<file path="src/hw/rtl/amp_pkg.sv">
`default_nettype none
package amp_pkg;

	localparam int ANGLE_FRAC_BITS = 8;
	localparam int ANGLE_W = 24;
	localparam int FULL_TURN = 360 * (2 ** ANGLE_FRAC_BITS);
	localparam int HALF_TURN = FULL_TURN / 2;

	// 360 = 45 * 8, so a full turn is 45 shifted left by (frac + 3).
	localparam int MOD_SHIFT = ANGLE_FRAC_BITS + 3;
	localparam int MOD_DIV = 45;
	localparam int RECIP_SHIFT = 20;
	localparam int RECIP = (2 ** RECIP_SHIFT + MOD_DIV - 1) / MOD_DIV;
	localparam int MOD_OFFS = (2 ** ANGLE_W + HALF_TURN) / FULL_TURN + 1;

	localparam int DELTA_W = 18;
	localparam int TARGET_W = 25;
	localparam int SPEED_W = 23;
	localparam int SPEED_MAX = 4194303;
	localparam int SQ_W = 44;
	localparam int SQ_ITER = SQ_W / 2;
	localparam int SQ_STAGES = SQ_ITER / 2;

	localparam logic [2:0] REG_KEEPOUT_EN = 3'd0;
	localparam logic [2:0] REG_ZONE_START = 3'd1;
	localparam logic [2:0] REG_ZONE_END = 3'd2;
	localparam logic [2:0] REG_TRAVEL_EN = 3'd3;
	localparam logic [2:0] REG_TRAVEL_MIN = 3'd4;
	localparam logic [2:0] REG_TRAVEL_MAX = 3'd5;
	localparam logic [2:0] REG_ACCEL_LIMIT = 3'd6;
	localparam logic [2:0] REG_ACCEL_SCALE = 3'd7;

	typedef struct packed {
		logic signed [DELTA_W-1:0] delta;
		logic signed [TARGET_W-1:0] target;
		logic blocked;
	} pay_t;

	typedef struct packed {
		logic [SQ_W-1:0] x;
		logic [SQ_W-1:0] r;
	} sq_t;

	function automatic sq_t sq_step(sq_t s, logic [SQ_W-1:0] b);
		sq_t o;
		o = s;
		if (s.x >= s.r + b) begin
			o.x = s.x - (s.r + b);
			o.r = (s.r >> 1) + b;
		end else begin
			o.r = s.r >> 1;
		end
		return o;
	endfunction

endpackage
`default_nettype wire

</file>
<file path="src/hw/rtl/amp_sqrt.sv">
`default_nettype none
module amp_sqrt (
	input wire logic clk,
	input wire logic arst_n,
	input wire logic en,
	input wire logic in_valid,
	input wire logic [amp_pkg::SQ_W-1:0] in_x,
	input wire amp_pkg::pay_t in_pay,
	output logic out_valid,
	output logic [amp_pkg::SQ_W-1:0] out_root,
	output amp_pkg::pay_t out_pay
);

	logic v_q [amp_pkg::SQ_STAGES+1];
	amp_pkg::sq_t s_q [amp_pkg::SQ_STAGES+1];
	amp_pkg::pay_t p_q [amp_pkg::SQ_STAGES+1];

	assign v_q[0] = in_valid;
	assign s_q[0] = '{x: in_x, r: '0};
	assign p_q[0] = in_pay;

	for (genvar k = 0; k < amp_pkg::SQ_STAGES; k++) begin : g_stage
		localparam int B0 = amp_pkg::SQ_W - 2 - 4 * k;
		localparam int B1 = B0 - 2;
		amp_pkg::sq_t a;
		amp_pkg::sq_t b;
		assign a = amp_pkg::sq_step(s_q[k], amp_pkg::SQ_W'(1) << B0);
		assign b = amp_pkg::sq_step(a, amp_pkg::SQ_W'(1) << B1);
		always_ff @(posedge clk or negedge arst_n) begin
			if (!arst_n) begin
				v_q[k+1] <= 1'b0;
			end else if (en) begin
				v_q[k+1] <= v_q[k];
			end
		end
		always_ff @(posedge clk) begin
			if (en) begin
				s_q[k+1] <= b;
				p_q[k+1] <= p_q[k];
			end
		end
	end

	assign out_valid = v_q[amp_pkg::SQ_STAGES];
	assign out_root = s_q[amp_pkg::SQ_STAGES].r;
	assign out_pay = p_q[amp_pkg::SQ_STAGES];

endmodule
`default_nettype wire

</file>
<file path="config.mk">
export PLATFORM = sky130hd
export DESIGN_NAME = amp_sqrt
export DESIGN_NICKNAME = d
export VERILOG_FILES = /design/src/hw/rtl/amp_pkg.sv /design/src/hw/rtl/amp_sqrt.sv
export SDC_FILE = /design/constraint.sdc
export NUM_CORES = 1
export LEC_CHECK = 0
export BUFFER_PORTS_ARGS = -buffer_cell sky130_fd_sc_hd__buf_2
export CAP_MARGIN = 20
export CORE_UTILIZATION = 30
export DETAILED_ROUTE_END_ITERATION = 6
export PLACE_DENSITY = 0.45
export SLEW_MARGIN = 10
export SYNTH_ARGS = -nofsm -noshare
export SYNTH_HDL_FRONTEND = slang
export SYNTH_SLANG_ARGS = --single-unit
</file>
<file path="constraint.sdc">
create_clock -name clk -period 7.49 [get_ports clk]
set_input_delay 0 -clock clk [delete_from_list [all_inputs] [get_ports clk]]
set_output_delay 0 -clock clk [all_outputs]
set_load 0.01 [all_outputs]
</file>
==> flow_metrics.env <==
export IMPL_status="finished, final reports clean"
export IMPL_netlist_instances=4318
export IMPL_synth_distinct_cells=106
export IMPL_post_cts_resized=0
export IMPL_top_layer="met4"
export IMPL_ff_latch_area_um2=32000
export IMPL_insertion_delay_ns=0.78
export IMPL_viasPerCell=4.77
export IMPL_antenna_found_initial=0
export IMPL_avgSynthCellArea_um2=12.4
export IMPL_power_density_nw_per_um2=327
export IMPL_synth_edf_count=1056
export IMPL_yosysSeqAreaShare_pct=59.6
export IMPL_die_h_um=425
export IMPL_die_area_um2=180000
export IMPL_fin_cells=7103
export IMPL_grt_start_max_net_pins=156
export IMPL_wl_met2_mm=62.5
export IMPL_synth_area_um2=53600
export IMPL_grt_use_total_pct=13.8
export IMPL_ys_flop_type="edfxtp_1"
export IMPL_cap_viol_max_count=0
export IMPL_routed_wl_mm=126
export IMPL_clkTransAtPathRegs_ns=0.06
export IMPL_ys_async_sr_fraction_pct=1.03
export IMPL_cts_tree="yes"
export IMPL_arrival_ns=7.28
export IMPL_cp_end_kind="register"
export IMPL_timing_setup_tns_ns=0
export IMPL_synth_common_cells="1,056 x edfxtp_1, 283 x ha_1, 277 x nor2_1"
export IMPL_firstDrtPassIters=7
export IMPL_cts_buffer_depth=3
export IMPL_hold_viol_final=0
export IMPL_fin_crit_sh_pct=91.0
export IMPL_row_count=154
export IMPL_yosysTopAreaCell="edfxtp_1"
export IMPL_grt_pass1_vias=34100
export IMPL_synthToLayoutAreaGrowth_pct=16.5
export IMPL_post_synth_top_count_cell="edfxtp_1"
export IMPL_cts_sinks=1067
export IMPL_crit_buf_inv=2
export IMPL_yosysTopAreaCellShare_pct=59.1
export IMPL_ys_warn_count=0
export IMPL_final_layout_size_suffix_gt1_share_pct=10.7
export IMPL_hp_class="in -> async"
export IMPL_io_pins=181
export IMPL_met1_length_mm=56.6
export IMPL_setup_ws_ns=0.673
export IMPL_routabilityCongestion=0.854
export IMPL_initialDrtViolationCount=1967
export IMPL_ys_ff_latch=1067
export IMPL_cpPeakStageDelay_ns=0.72
export IMPL_pre_cts_slack_ns=0.684
export IMPL_place_inst=6705
export IMPL_fin_crit_ns=6.82
export IMPL_numCtsBuffers=117
export IMPL_design_core_area_um2=177000
export IMPL_place_port_buffers=158
export IMPL_startpoint_type="register"
export IMPL_drc_errors=0
export IMPL_cp_slowest_cell="or4_1"
export IMPL_slew_viol_final=0
export IMPL_postLayoutCoreUtil_pct=35.3
export IMPL_vias=33900
export IMPL_finalSetupViolCount=0
export IMPL_worst_pin_slew_ns=1.06
export IMPL_fp_dieW_um=425
export IMPL_wl_met3_mm=4.27
export IMPL_required_ns=7.96
export IMPL_fin_skew_ns=0.0812
export IMPL_cts_root_buffer="clkbuf_16"
export IMPL_finalNetCount=5040
export IMPL_p_leak_nw=23.4
export IMPL_htreeDepth=3
export IMPL_ant_nets=0
export IMPL_relSlewSlack_pct=27.5
export IMPL_netlist_top_cells_area="edfxtp_1 59%, ha_1 6.6%, xnor2_1 3.8%"
export IMPL_antenna_cells=0
export IMPL_multi_input_area_um2=19800
export IMPL_critPathKind="reg -> reg"
export IMPL_grt_pass1_wl_mm=196
export IMPL_cpLargestDelayFamily="simple AND/OR/NAND/NOR gates"
export IMPL_max_freq_mhz=147
export IMPL_fill_cells=17400
export IMPL_dpl_hpwl_mm=95.0
export IMPL_rsz0062_at_grt="false"
export IMPL_vdd_drop_max_uv=213
export IMPL_crit_fanout=32
export IMPL_crit_chain="or4_4, or4b_4, nor4_4, o2111a_1, nand2_4, inv_2, o21ai_0, ha_1, and3_1, and2_1, nor2b_1, o2111ai_1, nand2_1, a221oi_2, o211ai_2, or4_1, nor2_4, buf_4, nor4bb_1, xnor2_1"
export IMPL_grt_remaining_overflow=0
export IMPL_detail_route_wl_per_cell_um=17.8
export IMPL_initial_utilization_pct=30.3
-- tightest hold or removal path: stages --
cell,delay (ns)
dlygate4sd3_1,0.52
buf_2,0.09
dlygate4sd3_1,0.86
-- worst paths after layout --
kind                            slack [ns]  startpoint         to  depth (start not counted)
worst max-delay path                  0.67    s_q[342]   s_q[262]                         20
worst min-delay path                  0.26      arst_n     v_q[1]                          3
worst max register to register        0.67    s_q[342]   s_q[262]                         20
worst min register to register        0.39    p_q[443]   p_q[399]                          0
max in group asynchronous             6.87      arst_n  out_valid                          3
min in group clk                      0.32    in_x[42]   s_q[966]                          4
-- routing by layer --
metal	track usage [%]	up-vias
met5	0	-
met2	24.2	532
li1	-	16900
met1	17.5	16300
met4	4.29	0
met3	2.03	176
-- through the flow --
| stage | cell area [um^2] | hold slack (ns) | total power [mW] |
|---|---|---|---|
| 5_1_grt | 62500 | 0.275 | 21.8 |
| 3_5_place_dp | 56800 | -0.118 | 14.8 |
| 4_1_cts | 62500 | 0.180 | 20.8 |
| 3_3_place_gp | 56800 | -0.120 | 14.8 |
| 2_1_floorplan | 53700 | -0.296 | 12.9 |
| 6_report | 62500 | 0.258 | 20.5 |
-- layout make-up --
type | instances | area share, %
tap | 2340 | 4.69
clock inverter | 81 | 1.35
clock buffer | 136 | 4.80
sequential | 1067 | 51.2
multi-input combinational | 2853 | 31.7
inverter | 237 | 1.43
timing repair buffer | 389 | 4.88
-- sequential cells by signal, indices dropped and copies added, names as in the netlist --
| signal | count |
|---|---|
| v_q | 10 |
| out_valid | 1 |
| s_q | 550 |
| p_q | 440 |
| out_root | 22 |
| out_pay | 44 |
-- cell families (layout without fill, tap and decap cells) --
| group | Yosys count | in the layout | synth area share, % |
|---|---|---|---|
| AOI/OAI and AO/OA | 885 | 885 | 10.7 |
| muxes | 76 | 76 | 1.61 |
| DFF | 1067 | 1067 | 59.6 |
| and+or+nand+nor | 1220 | 1220 | 11.8 |
| adders and majority gates | 283 | 283 | 6.60 |
| buffers and inverters | 419 | 843 | 3.68 |
| other | 1 | 22 | 0.00699 |
| xor gates and xnor gates | 367 | 367 | 6.01 |
-- layout by cell type, fill, tap and decap left out, types with 42 or more instances in the layout --
master         synthesis  routed
buf_4                 88      45
buf_2                  7     157
ha_1                 283     283
dlygate4sd3_1          0     181
o21a_1                42      42
xor2_1               131     131
clkbuf_16              0     117
nor4_1                93      93
mux2_2                47      47
o21ai_0              163     163
nand2_1              268     268
nand3_1               80      80
nor3_1               108     108
nand4_1               68      68
a21oi_1              271     271
xnor2_1              235     235
a21o_1               114     114
inv_1                234     234
edfxtp_1            1056    1056
nor2_1               277     277
-- timing repair --
item / 4_1_cts / 5_1_grt
hold endpoints to repair: 204 / 0
setup buffers: 0 / 0
setup endpoints to repair: 0 / 0
hold buffers: 181 / 0
-- power by group --
group / internal (mW) / switching (mW) / leakage, nW
Combinational: 2.75 / 3.73 / 11.3
Clock: 3.26 / 2.44 / 1.85
Sequential: 7.64 / 0.629 / 10.3
Total: 13.7 / 6.80 / 23.4
No activity file was read; power rests on OpenSTA's default activity.
