### src/hw/rtl/amp_pkg.sv
`default_nettype none
package amp_pkg;

	localparam int ANGLE_FRAC_BITS = 8;
	localparam int ANGLE_W = 24;
	localparam int FULL_TURN = 360 * (2 ** ANGLE_FRAC_BITS);
	localparam int HALF_TURN = FULL_TURN / 2;

	// 360 = 45 * 8, so a full turn is 45 shifted left by (frac + 3).
	localparam int MOD_SHIFT = ANGLE_FRAC_BITS + 3;
	localparam int MOD_DIV = 45;
	localparam int RECIP_SHIFT = 20;
	localparam int RECIP = (2 ** RECIP_SHIFT + MOD_DIV - 1) / MOD_DIV;
	localparam int MOD_OFFS = (2 ** ANGLE_W + HALF_TURN) / FULL_TURN + 1;

	localparam int DELTA_W = 18;
	localparam int TARGET_W = 25;
	localparam int SPEED_W = 23;
	localparam int SPEED_MAX = 4194303;
	localparam int SQ_W = 44;
	localparam int SQ_ITER = SQ_W / 2;
	localparam int SQ_STAGES = SQ_ITER / 2;

	localparam logic [2:0] REG_KEEPOUT_EN = 3'd0;
	localparam logic [2:0] REG_ZONE_START = 3'd1;
	localparam logic [2:0] REG_ZONE_END = 3'd2;
	localparam logic [2:0] REG_TRAVEL_EN = 3'd3;
	localparam logic [2:0] REG_TRAVEL_MIN = 3'd4;
	localparam logic [2:0] REG_TRAVEL_MAX = 3'd5;
	localparam logic [2:0] REG_ACCEL_LIMIT = 3'd6;
	localparam logic [2:0] REG_ACCEL_SCALE = 3'd7;

	typedef struct packed {
		logic signed [DELTA_W-1:0] delta;
		logic signed [TARGET_W-1:0] target;
		logic blocked;
	} pay_t;

	typedef struct packed {
		logic [SQ_W-1:0] x;
		logic [SQ_W-1:0] r;
	} sq_t;

	function automatic sq_t sq_step(sq_t s, logic [SQ_W-1:0] b);
		sq_t o;
		o = s;
		if (s.x >= s.r + b) begin
			o.x = s.x - (s.r + b);
			o.r = (s.r >> 1) + b;
		end else begin
			o.r = s.r >> 1;
		end
		return o;
	endfunction

endpackage
`default_nettype wire

### src/hw/rtl/amp_mod.sv
`default_nettype none
module amp_mod (
	input wire logic clk,
	input wire logic arst_n,
	input wire logic en,
	input wire logic signed [25:0] x,
	output logic [16:0] r
);

	logic [25:0] y_s1;
	logic [25:0] y_s2;
	logic [8:0] q_s2;
	logic [16:0] r_s3;
	logic signed [26:0] y_sum;
	logic [29:0] prod;
	logic [25:0] qf;

	assign y_sum = 27'(x) + 27'(amp_pkg::MOD_OFFS * amp_pkg::FULL_TURN);
	assign prod = 30'(y_s1[25:amp_pkg::MOD_SHIFT]) * 30'(amp_pkg::RECIP);
	assign qf = 26'(q_s2) * 26'(amp_pkg::FULL_TURN);

	always_ff @(posedge clk or negedge arst_n) begin
		if (!arst_n) begin
			y_s1 <= '0;
			y_s2 <= '0;
			q_s2 <= '0;
			r_s3 <= '0;
		end else if (en) begin
			y_s1 <= y_sum[25:0];
			y_s2 <= y_s1;
			q_s2 <= prod[amp_pkg::RECIP_SHIFT +: 9];
			r_s3 <= 17'(y_s2 - qf);
		end
	end

	assign r = r_s3;

endmodule
`default_nettype wire

### config.mk
export PLATFORM = sky130hd
export DESIGN_NAME = amp_mod
export DESIGN_NICKNAME = d
export VERILOG_FILES = /design/src/hw/rtl/amp_pkg.sv /design/src/hw/rtl/amp_mod.sv
export SDC_FILE = /design/constraint.sdc
export NUM_CORES = 1
export LEC_CHECK = 0
export BUFFER_PORTS_ARGS = -buffer_cell sky130_fd_sc_hd__buf_2
export CAP_MARGIN = 25
export CORE_MARGIN = 4
export CORE_UTILIZATION = 45
export DETAILED_ROUTE_END_ITERATION = 10
export MAX_ROUTING_LAYER = met4
export PLACE_DENSITY_LB_ADDON = 0.05
export SETUP_SLACK_MARGIN = 0.2
export SLEW_MARGIN = 20
export SYNTH_ARGS = -nofsm -noshare
export SYNTH_HDL_FRONTEND = slang
export SYNTH_SLANG_ARGS = --single-unit
### constraint.sdc
create_clock -name clk -period 13.95 [get_ports clk]
set_input_delay 2.79 -clock clk [delete_from_list [all_inputs] [get_ports clk]]
set_output_delay 2.79 -clock clk [all_outputs]
set_load 0.005 [all_outputs]
==> impl_metrics.ini, run 1 <==
[logic_synthesis]
synth-main-ff-cell = dfrtp_1
netlist_instances = 573
ys_seq_elements = 66
synth_area_um2 = 6070
synth.avg_cell_area_um2 = 10.6
synth_seq_area_share = 0.272
synth_async_sr_flop_share = 1.00
ys_types = 44
synth_edf_count = 0
syn_nets = 750
yosys_warnings = 0

[place]
hpwl_mm = 10.1
portBuffers = 45
gp_congestion = 0.837

[finish]
drive_gt1_frac = 0.182
n_fill_cell = 1254
final_cell_mix = inv_1 (111), ha_1 (101), dfrtp_1 (66), mux2_2 (47), fa_1 (47)
final_common_cell = inv_1
num_antenna_cells = 0
nets = 798
areaGrowthSynthToFinish_pct = 12.7

[routing]
drt-total-wl_mm = 12.3
drt_iter0_drc = 162
vias = 4029
wl_per_cell_um = 15.4
ant_nets = 0
dr.pass1.iters = 4
drc = 0
viasPerCell = 5.02

[setup_path]
worstSetupPathType = reg -> reg
crit_arrival_ns = 5.36
worstSetupStartpointType = flip-flop
crit_fanout = 7
end_kind = flip-flop
required_ns = 14.16

[floorplan]
ios = 46
die_h_um = 124
dieArea_um2 = 15400
initial_core_util = 0.458
rows = 42
fp.dieW_um = 124
core_area_um2 = 13200

[timing]
slew_headroom = 0.401
finClkSkew_ns = 0.00312
post-route-period-util = 0.369
layout_min_cycle_time_ns = 5.15
tns_ns = 0
worst_pin_slew_ns = 0.898
drv_slew = 0
hold_viol = 0
rsz0062_at_grt = false
max_freq_ghz = 0.194
setup_viol_count_final = 0

[global_route]
antenna_found_initial = 0
grt_overflow = 0
grtUsageTotal = 0.184
grt_max_degree = 77
grt_pass1_vias = 4344
grt_first_pass_wirelength_mm = 21.2

[clocking]
cts_max_path_buffers = 2
clkLatencyLatePin_ns = 0.33
cts_resized = 0
post_cts_buffers = 0
cts_tree = yes
htreeDepth = 3
holdBufCountCts = 0
clock_sinks = 66
cts-root-buf = clkbuf_16
numCtsBuffers = 9
clk_pin_slew_ns = 0.06

[status]
status = finished clean

[flow_run]
drv_cap = 0

[worst_hold_path]
hold_path_class = reg -> reg
==> final timing paths <==
path / slack (ns) / end / cells past startpoint / startpoint
min in group asynchronous: 2.63 / q_s2[1] / 2 / arst_n
worst max register to register: 8.80 / q_s2[4] / 16 / y_s1[14]
worst max-delay path: 8.80 / q_s2[4] / 16 / y_s1[14]
worst min-delay path: 0.48 / r[12] / 2 / r[12]
worst min register to register: 0.48 / r[12] / 2 / r[12]
max in group asynchronous: 10.75 / y_s1[24] / 2 / arst_n
==> cell type report <==
class	count	area, µm²	share of cell area
Tap cell	176	220	0.0322
Inverter	111	417	0.0609
Timing Repair Buffer	47	240	0.0351
Clock inverter	4	97.6	0.0143
Clock buffer	12	256	0.0375
Multi-Input combinational cell	386	3950	0.578
Sequential cell	66	1650	0.242
==> critical path, cell delays in order (launching register included) <==
cell	delay [ns]
dfrtp_1	0.46
ha_1	0.35
xor2_1	0.16
ha_1	0.30
fa_1	0.51
fa_1	0.53
fa_1	0.55
inv_1	0.05
fa_1	0.50
inv_1	0.04
ha_1	0.36
nand4_2	0.18
nor4_1	0.28
o21ai_0	0.13
o311ai_1	0.18
nor2_1	0.10
a2111o_1	0.35
==> cell families (layout without fill, tap and decap cells) <==
group / after synthesis / in the layout / synth area share
DFF: 66 / 66 / 0.272
adders and majority gates: 148 / 148 / 0.363
buffers and inverters: 121 / 174 / 0.0761
AOI/OAI and AO/OA: 80 / 80 / 0.0889
xor gates and xnor gates: 35 / 35 / 0.0505
muxes: 50 / 50 / 0.0922
and+or+nand+nor: 73 / 73 / 0.0567
==> state kept, by name, summed over array words and instances (netlist names) <==
| register | count |
|---|---|
| q_s2 | 6 |
| y_s1 | 26 |
| y_s2 | 17 |
| r | 17 |
==> cell usage after synthesis, drive strengths merged, types with 5 or more instances <==
| library cell | count | area (µm²) |
|---|---|---|
| a21o | 13 | 98.9 |
| nand2 | 24 | 90.1 |
| inv | 111 | 417 |
| a21oi | 25 | 129 |
| nor2 | 19 | 71.3 |
| xnor2 | 24 | 210 |
| fa | 47 | 941 |
| ha | 101 | 1260 |
| o211ai | 5 | 42.5 |
| dfrtp | 66 | 1650 |
| o21ai | 15 | 75.1 |
| nand4 | 5 | 37.5 |
| xor2 | 11 | 96.3 |
| nand3 | 8 | 40.0 |
| mux2 | 47 | 529 |
| clkbuf | 6 | 22.5 |
==> per-layer routing <==
metal | up-vias | wire length, µm | global-route usage
li1 | 1997 | - | -
met1 | 1963 | 6030 | 0.243
met2 | 54 | 5700 | 0.290
met3 | 15 | 379 | 0.0318
met4 | 0 | 218 | 0.0568
met5 | - | 0 | -
==> per-stage QoR <==
step                      hold WS, ns  utilization  instances  setup WS [ns]  instance area [µm²]
final                           0.482        0.516        802           8.80                 6840
after global routing            0.510        0.516        802           8.52                 6840
after CTS                       0.490        0.516        802           8.76                 6840
after detailed placement        0.476        0.490        786           8.75                 6480
after global placement          0.478        0.490        786           8.87                 6480
after floorplan                 0.475            -        573           9.05                 6070
Power of run 1 is left out: the tool's default activity adds up to more than one toggle a clock period on the data nets, which glitch-free logic cannot reach.
==> run 2, diff against run 1 <==
==> constraint.sdc (replaced) <==
create_clock -name clk -period 4.1 [get_ports clk]
set_input_delay 0.82 -clock clk [delete_from_list [all_inputs] [get_ports clk]]
set_output_delay 0.82 -clock clk [all_outputs]
set_load 0.005 [all_outputs]
==> run 2 against run 1 <==
The flow now finishes with violations (setup timing). Fmax is 12% higher. Sequential cell count stayed put. First-iteration DRC count is 33% lower. Critical path depth stayed put. Global-route usage is 1.1 points higher. Clock skew is 0.0052 ns higher. Sequential share of layout area is 2.7 points lower. Cell area is 14% higher. Worst setup slack worse by 9.3 ns. Cell count is 7.0% higher. Die area stayed put. Critical endpoint is now q_s2[1]. Highest routed layer unchanged.
==> impl_metrics.ini, run 2 (synthesized netlist as in run 1, its figures left out) <==
[status]
status = complete, but fails checks
violations = setup timing

[place]
gp_congestion = 0.922
hpwl_mm = 11.0
dp_slack_ns = -0.487
portBuffers = 45

[timing]
setup_viol_count_final = 6
finClkSkew_ns = 0.00834
worst_pin_slew_ns = 0.619
layout_min_cycle_time_ns = 4.59
drv_slew = 0
post-route-period-util = 1.12
slew_headroom = 0.587
hold_viol = 0
fin_ws_ns = -0.489
max_freq_ghz = 0.218
rsz0062_at_grt = true

[clocking]
clkLatencyLatePin_ns = 0.34
clk_pin_slew_ns = 0.06
htreeDepth = 3
holdBufCountCts = 0
numCtsBuffers = 9
cts-root-buf = clkbuf_16
clock_sinks = 66
cts_tree = yes
cts_max_path_buffers = 2

[floorplan]
core_area_um2 = 13200
rows = 42
dieArea_um2 = 15400
fp.dieW_um = 124
ios = 46
die_h_um = 124
initial_core_util = 0.458

[setup_path]
crit_arrival_ns = 4.79
required_ns = 4.30
worstSetupEndpoint = q_s2[1]
end_kind = flip-flop
reg2reg_depth = 16
reg2reg_slack_ns = -0.49
crit_start = y_s1[18]
worstSetupStartpointType = flip-flop
worstSetupPathType = reg -> reg
rr_startpoint = y_s1[18]
r2r_end = q_s2[1]
crit_fanout = 5

[global_route]
grtUsageTotal = 0.195
grt_overflow = 0
grt_pass1_vias = 4549
grt_first_pass_wirelength_mm = 22.4
antenna_found_initial = 0
grt_max_degree = 54

[finish]
n_fill_cell = 1178
final_common_cell = inv_1
nets = 854
seqCellArea_um2 = 1660
num_antenna_cells = 0
regMostFlops = y_s1
areaGrowthSynthToFinish_pct = 28.0
largest_reg_flops = 26
drive_gt1_frac = 0.358
multi_input_area_um2 = 4470
final_cell_mix = inv_1 (104), ha_1 (70), buf_4 (56), dfrtp_1 (56), mux2_2 (47)

[routing]
drc = 0
drt-total-wl_mm = 13.3
ant_nets = 0
dr.pass1.iters = 4
wl_per_cell_um = 15.5
vias = 4202
drt_iter0_drc = 108
viasPerCell = 4.90

[flow_run]
drv_cap = 0

[worst_hold_path]
hold_path_class = in -> async
==> run 2: layout make-up <==
| type | instances | area share |
|---|---|---|
| inverters | 111 | 0.0540 |
| multi-input cells | 386 | 0.575 |
| well taps | 176 | 0.0284 |
| repair buffers | 103 | 0.0860 |
| clock buffers | 9 | 0.0290 |
| flip-flops and latches | 66 | 0.214 |
| clock inverters | 7 | 0.0129 |
==> run 2: worst min-delay path by stage <==
stage / start / slack [ns] / endpoint / cells past startpoint
4_1_cts: arst_n / 0.48 / r[13] / 1
5_1_grt: arst_n / 0.51 / y_s1[7] / 1
3_3_place_gp: r[11] / 0.48 / r[11] / 2
2_1_floorplan: y_s1[0] / 0.47 / y_s1[0] / 1
3_5_place_dp: r[15] / 0.49 / r[15] / 1
6_report: arst_n / 0.46 / r[13] / 1
==> run 2: through the flow <==
| step | instance area [µm²] | cells | utilization | hold WS, ns | setup TNS, ns |
|---|---|---|---|---|---|
| 5_1_grt | 7770 | 858 | 0.586 | 0.511 | -3.40 |
| 2_1_floorplan | 6340 | 573 | - | 0.475 | -1.18 |
| 4_1_cts | 7690 | 856 | 0.580 | 0.484 | -2.49 |
| 6_report | 7770 | 858 | 0.586 | 0.465 | -2.40 |
| 3_3_place_gp | 7110 | 833 | 0.537 | 0.477 | -2.26 |
| 3_5_place_dp | 7110 | 833 | 0.537 | 0.490 | -2.56 |
==> run 2: repair_timing <==
action                     in CTS  in global routing
pin swaps                      24                 13
resized for setup              33                 10
setup endpoints to repair       6                  6
buffers inserted                7                  2
==> run 2: layer usage <==
metal / up-vias / routed length, µm / track usage
met3: 13 / 340 / 0.0336
met1: 2024 / 6410 / 0.252
met5: - / 0 / -
met4: 0 / 187 / 0.0630
li1: 2116 / - / -
met2: 49 / 6360 / 0.314
==> run 2: critical path, stage by stage (launching register included) <==
cell and delay (ns):
dfrtp_2 0.45, ha_4 0.30, inv_4 0.04, fa_1 0.54, inv_2 0.04, fa_2 0.56
fa_1 0.43, fa_2 0.56, ha_4 0.20, ha_4 0.31, nand4_4 0.14, a2111oi_4 0.24
o211ai_2 0.16, nand2_1 0.14, xnor2_2 0.13, buf_4 0.15, mux2i_1 0.06
Power of run 2 is left out for the same reason.
